**src/rtl/plr_pkg.sv**
```systemverilog
`timescale 1ns / 1ps
`default_nettype none
// ----------------------------------------------------------------------------
// plr_pkg
// Shared types and constants of the polyphase resampler.
// ----------------------------------------------------------------------------
package plr_pkg;

  localparam int SW         = 16;
  localparam int MAX_TAPS   = 64;
  localparam int TAP_W      = 6;
  localparam int TCNT_W     = 7;
  localparam int MAX_PHASES = 256;
  localparam int PH_W       = 8;
  localparam int CW         = 32;
  localparam int ACC_W      = 38;
  localparam int WS_W       = 22;
  localparam int OFF_W      = 7;
  localparam int UP_W       = 9;
  localparam int DOWN_W     = 11;
  localparam int TSUM_W     = 12;
  localparam int DIV_NW     = 44;
  localparam int DIV_DW     = 24;
  localparam int DIV_IW     = 6;
  localparam int MAX_OUT    = 64;
  localparam int CFG_IDX_W  = 4;
  localparam int CFG_DATA_W = 16;

  localparam logic [CFG_IDX_W-1:0] CFG_UP   = 4'd0;
  localparam logic [CFG_IDX_W-1:0] CFG_DOWN = 4'd1;

  typedef enum logic [1:0] {
    FUNC_SAMPLE = 2'd0,
    FUNC_WEIGHT = 2'd1,
    FUNC_SHAPE  = 2'd2,
    FUNC_FLUSH  = 2'd3
  } func_e;

  typedef enum logic [3:0] {
    S_IDLE,
    S_TGT,
    S_LOOK,
    S_CHECK,
    S_TAP,
    S_DRAIN,
    S_DIVO,
    S_ADV,
    S_ADVW,
    S_EMIT
  } state_e;

  typedef struct packed {
    logic              start;
    logic [DIV_NW-1:0] num;
    logic [DIV_DW-1:0] den;
    logic [DIV_IW-1:0] iters;
  } div_req_t;

  typedef struct packed {
    logic              done;
    logic [DIV_NW-1:0] quo;
    logic [DIV_DW-1:0] rem;
  } div_rsp_t;

endpackage
`default_nettype wire

```
**src/rtl/plr_div.sv**
```systemverilog
`timescale 1ns / 1ps
`default_nettype none
// ----------------------------------------------------------------------------
// plr_div
// Restoring divider, one quotient bit per cycle, numerator left aligned.
// ----------------------------------------------------------------------------
module plr_div
  import plr_pkg::*;
(
  input  wire logic     clk_i,
  input  wire logic     rst_ni,
  input  wire div_req_t req_i,
  output div_rsp_t      rsp_o
);

  logic              busy_q, busy_d;
  logic              done_q, done_d;
  logic [DIV_IW-1:0] cnt_q, cnt_d;
  logic [DIV_IW-1:0] iters_q, iters_d;
  logic [DIV_NW-1:0] num_q, num_d;
  logic [DIV_NW-1:0] quo_q, quo_d;
  logic [DIV_DW-1:0] den_q, den_d;
  logic [DIV_DW-1:0] rem_q, rem_d;
  logic [DIV_DW:0]   shifted;
  logic [DIV_DW:0]   diff;
  logic              ge;

  always_comb begin
    shifted = {rem_q, num_q[DIV_NW-1]};
    diff    = shifted - {1'b0, den_q};
    ge      = shifted >= {1'b0, den_q};
    busy_d  = busy_q;
    done_d  = 1'b0;
    cnt_d   = cnt_q;
    iters_d = iters_q;
    num_d   = num_q;
    quo_d   = quo_q;
    den_d   = den_q;
    rem_d   = rem_q;
    if (req_i.start) begin
      busy_d  = 1'b1;
      cnt_d   = '0;
      iters_d = req_i.iters;
      num_d   = req_i.num;
      den_d   = req_i.den;
      quo_d   = '0;
      rem_d   = '0;
    end else if (busy_q) begin
      num_d = {num_q[DIV_NW-2:0], 1'b0};
      quo_d = {quo_q[DIV_NW-2:0], ge};
      rem_d = ge ? diff[DIV_DW-1:0] : shifted[DIV_DW-1:0];
      cnt_d = cnt_q + 1'b1;
      if (cnt_q == iters_q - 1'b1) begin
        busy_d = 1'b0;
        done_d = 1'b1;
      end
    end
  end

  always_ff @(posedge clk_i or negedge rst_ni) begin
    if (!rst_ni) begin
      busy_q <= 1'b0;
      done_q <= 1'b0;
      cnt_q  <= '0;
    end else begin
      busy_q <= busy_d;
      done_q <= done_d;
      cnt_q  <= cnt_d;
    end
  end

  always_ff @(posedge clk_i) begin
    iters_q <= iters_d;
    num_q   <= num_d;
    quo_q   <= quo_d;
    den_q   <= den_d;
    rem_q   <= rem_d;
  end

  assign rsp_o.done = done_q;
  assign rsp_o.quo  = quo_q;
  assign rsp_o.rem  = rem_q;

endmodule
`default_nettype wire

```
**config.mk**
```make
export PLATFORM = sky130hd
export DESIGN_NAME = plr_div
export DESIGN_NICKNAME = d
export VERILOG_FILES = /design/src/rtl/plr_pkg.sv /design/src/rtl/plr_div.sv
export SDC_FILE = /design/constraint.sdc
export NUM_CORES = 1
export LEC_CHECK = 0
export BUFFER_PORTS_ARGS = -buffer_cell sky130_fd_sc_hd__clkbuf_2
export CAP_MARGIN = 5
export CORE_UTILIZATION = 30
export CTS_CLUSTER_SIZE = 16
export DETAILED_ROUTE_END_ITERATION = 8
export PLACE_DENSITY = 0.53
export SLEW_MARGIN = 0
export SYNTH_ARGS = -nofsm -noshare
export SYNTH_HDL_FRONTEND = slang
export SYNTH_SLANG_ARGS = --single-unit
```
**constraint.sdc**
```tcl
create_clock -name clk_i -period 7.8 [get_ports clk_i]
set_clock_uncertainty 0.15 [all_clocks]
set_input_delay 1.17 -clock clk_i [delete_from_list [all_inputs] [get_ports clk_i]]
set_output_delay 1.17 -clock clk_i [all_outputs]
set_load 0.1 [all_outputs]
```
After elaboration in Yosys (flattened, before gate mapping)
Index checks and enable logic that the tools add are counted.
- input port bits: 77
- output and inout port bits: 69
- logic and storage cells: 25
- register bits after elaboration: 150
- equal/unequal tests: 1
- add/subtract/negate cells: 3
- reductions and logical operators: 1
- magnitude comparators: 1
- mux-type cells: 11
- operator list (kind ; number):
    2-to-1 mux 44 bit ; 2
    greater-or-equal comparator 25 x 24 -> 1 bit ; 1
    2-to-1 mux 24 bit ; 1
    subtractor 24 bit ; 1
    2-to-1 mux 6 bit ; 2
    adder 6 x 1 -> 6 bit (second input constant) ; 1
    equality test 6 bit ; 1
    2-to-1 mux 1 bit ; 6
    subtractor 6 x 1 -> 6 bit (second input constant) ; 1
    nonzero test 2 bit ; 1

Longest topological paths before layout
- word-level depth: 5
- gate-level depth with buffers: 12
- depth with buffers taken out: 11

Least setup slack after synthesis
No wires, ideal clock.
- kind: register -> register
- from: register rem_q[14]
- to: register rem_q[13]
- slack: 4.334 ns
- arrival time: 3.230 ns
- cell stages (with the launch flop): 11
- required time: 7.564 ns
- path buffers: 1
- setup time: 0.086 ns
- period minus slack after synthesis: 3.466 ns
- path through: dfxtp_1 > ha_1 > buf_4 > a21oi_2 > a21boi_1 > a311oi_4 > o2111ai_2 > a311oi_4 > inv_2 > mux2i_1 > a211oi_1
- word-level cells in the longest chain between the ends: 2
- RTL lines (item ; RTL line ; source):
    from (decl) ; plr_div.sv:23 ; logic [DIV_DW-1:0] rem_q, rem_d;
    from (signal assigned) ; plr_div.sv:77 ; rem_q <= rem_d;
    greater-or-equal comparator 25 x 24 -> 1 bit ; plr_div.sv:31 ; ge = shifted >= {1'b0, den_q};
    2-to-1 mux 24 bit ; plr_div.sv:51 ; rem_d = ge ? diff[DIV_DW-1:0] : shifted[DIV_DW-1:0];
Every way passes these cells.
A chain may end at the register's enable or synchronous reset.

Worst setup path after layout
- from: register rem_q[3]
- to: register rem_q[17]
- word-level cells in the longest chain between the ends: 2
- elaborated cells on any way between the ends: 3
- those cells by class: 1 x add/sub; 1 x order compare; 1 x mux
- RTL lines (item ; RTL line):
    subtractor 24 bit or greater-or-equal comparator 25 x 24 -> 1 bit (tied branches) ; plr_div.sv:30, plr_div.sv:31
    2-to-1 mux 24 bit * ; plr_div.sv:51
Mark *: on every way between the ends. The rest lies on a longest branch, timed or not.

==> results.yml <==
global_routing:
  track_usage_pct: 14.00
  grt_max_degree: 74
  antenna_found_initial: 0
  grt_pass1_vias: 5154
  grt_pass1_wl_mm: 26.72
  grt_overflow_total: 0
logic_synthesis:
  async_flop_share_pct: 5.333
  synthesis.nets: 774
  synth_enable_flop_cells: 74
  synthTopCellsByArea: "edfxtp_1, dfxtp_1, mux2i_1"
  syn_inst: 670
  syn_area_mm2: 0.007297
  synthTopCellsByCount: "nor2_1, edfxtp_1, dfxtp_1, mux2i_1, mux2_2"
  synth_seq_cells: 150
  yosysSeqAreaShare_pct: 51.85
  yosysTopAreaCell: "edfxtp_1"
  synth_ff_type: "edfxtp_1"
  syn_avg_cell_area_um2: 10.89
  yosysWarnings: 0
  yosysMostFrequentCell: "nor2_1"
  synth.distinct_cells: 61
  synth_top_cell_area_share_pct: 30.45
critical_path:
  crit_chain: "ha_1 -> o21a_1 -> o21a_1 -> o2bb2ai_1 -> o2111ai_2 -> a311oi_4 -> buf_4 -> inv_2 -> mux2i_1 -> a211oi_1"
  crit_path_top_delay_cell: "a311oi_4"
  cp_max_fo: 22
  arrival_ns: 3.76
  path_buf_inv: 2
  crit_path_start: "rem_q[3]"
  crit_cells: 10
  rr_worst_depth: 10
  path_common_cell: "o21a_1"
  critPathCapture: "rem_q[17]"
  r2r_start: "rem_q[3]"
  max_stage_delay_ns: 0.72
  worstReg2RegEnd: "rem_q[17]"
  crit_type: "reg -> reg"
  r2r_slack_ns: 4.21
  crit_path_start_kind: "flip-flop"
  critical-path-top-delay-family: "compound AO/OA/AOI/OAI gates"
  required_ns: 7.97
  endpoint_kind: "flip-flop"
clock_tree:
  cts_made_buffers: 17
  cts_sinks: 150
  postCtsSetupRepairBufs: 0
  cts_root_buf: "clkbuf_16"
  htreeDepth: 4
  cts_tree: "yes"
  clk_latency_ns: 0.42
  hold_buffers: 0
  clkSlewWorstSetupHoldPaths_ns: 0.07
  clock_path_buffers: 2
  post_cts_resized: 0
drt:
  first_iter_violations: 266
  num_vias: 5300
  wl_met1_mm: 7.639
  drc_errors: 0
  wl_met3_mm: 1.234
  ant_nets: 0
  routed_wl_mm: 16.74
  wl_per_cell_um: 14.75
  top_layer_used: "met4"
  drtPass1Iterations: 4
  viasPerCell: 4.670
  met2_length_mm: 7.716
sta:
  drv_slew: 0
  hold_viol: 0
  period_minus_slack_ns: 3.587
  slew_headroom_pct: 35.83
  max_freq_ghz: 0.2788
  rsz0062_at_grt: "false"
  layout_worst_path_cycle_share_pct: 45.98
  tns_ns: 0
  worstMarginPinSlew_ns: 0.9612
  setup_slack_ns: 4.213
  setup_violations: 0
finish:
  nNetsFinal: 907
  final_util_pct: 37.41
  area_growth_pct: 21.42
  multiInputGateArea_mm2: 0.003209
  fillers: 2458
  n_antenna_cell: 0
  layout.cells.non_filler: 1135
  seq_area_mm2: 0.003787
  drive_gt1_share_pct: 29.41
die:
  io_pins: 146
  die_w_um: 158.0
  core_mm2: 0.02368
  core.rowCount: 56
  start_util_pct: 30.81
  die_y_um: 158.0
  dieArea_mm2: 0.02495
placed_design:
  dp_hpwl_mm: 11.44
  gp_congestion: 0.7801
  pre_cts_slack_ns: 4.122
  io_buffers: 145
  placed_cells: 1103
worst_hold_path:
  worstHoldPathType: "reg -> reg"
power:
  total_power_mw: 2.935
  power_density_mw_per_mm2: 331.2
  peakVddDrop_mv: 0.1590
  power.leakage_nw: 4.080
run_status:
  status: "completed"
job:
  maxCapViolations: 0
-- tightest hold or removal path, cell delays in order, from the launching register on --
cell and delay, ns:
dfxtp_1 0.34, mux2i_1 0.07, nor2_1 0.07
-- layout make-up --
cell class,instances,share of cell area (%)
clock inverter,13,1.200
tap,319,4.505
clock buffer,19,5.239
timing repair buffer,150,8.643
sequential,150,42.75
multi-input combinational,450,36.22
inverter,34,1.440
-- how the worst min path moves through the flow --
stage,start,endpoint,slack [ns],cells past startpoint
6_report,quo_q[43],quo_q[43],0.36,2
4_1_cts,quo_q[43],quo_q[43],0.36,2
3_3_place_gp,quo_q[43],quo_q[43],0.33,2
5_1_grt,quo_q[36],quo_q[36],0.40,2
3_5_place_dp,quo_q[43],quo_q[43],0.34,2
2_1_floorplan,num_q[0],num_q[1],0.37,1
-- flip-flops by register name, summed over array words and instances, names as in the netlist --
register and flops:
cnt_q 6, num_q 44, iters_q 6, quo_q 44, rem_q 24, den_q 24
busy_q 1, done_q 1
-- routing by layer --
layer / up-vias / GRT usage (%)
met4: 0 / 3.571
met1: 2496 / 17.32
li1: 2663 / -
met2: 129 / 22.51
met3: 12 / 5.667
met5: - / 0
-- power breakdown --
group / total, mW / switching [mW] / internal [mW]
sequential: 1.01 / 0.0824 / 0.928
combinational: 1.12 / 0.783 / 0.341
clock: 0.800 / 0.356 / 0.444
total: 2.93 / 1.22 / 1.71
-- kinds of logic (layout without fill, tap and decap cells) --
group / Yosys count / count (layout) / share of synthesized area, %
xor+xnor: 25 / 25 / 3.001
buf+inv: 70 / 216 / 4.166
simple gates: 186 / 186 / 11.18
fa+ha+maj: 27 / 27 / 4.732
mux: 97 / 97 / 14.04
flops: 150 / 150 / 51.85
compound gates: 115 / 115 / 11.03
-- cells in the final DEF, fill, tap and decap left out, types with 3 or more instances in the layout --
cell type,instances
ha_1,26
dfrtp_1,7
inv_6,5
nor2_1,103
mux2_2,43
nor3_1,9
o211a_1,3
nor2b_1,7
a21o_1,4
nand4_1,8
clkbuf_2,144
nand3_1,7
o2111ai_1,3
a21oi_1,35
xnor2_1,14
inv_1,33
mux2i_1,54
edfxtp_1,74
dfxtp_1,68
o21a_1,4
clkbuf_16,18
and2_1,3
xor2_1,11
o21ai_0,18
nand2b_1,5
buf_4,6
nand2_1,32
a211oi_1,16
a31oi_1,6
-- through the flow --
step	area (µm²)	hold slack (ns)
finish	8860	0.3607
global route	8860	0.3996
CTS	8860	0.3565
detailed placement	8289	0.3395
global placement	8289	0.3285
floorplan	7297	0.3748
Note: power is estimated with default switching activity, not from simulation.
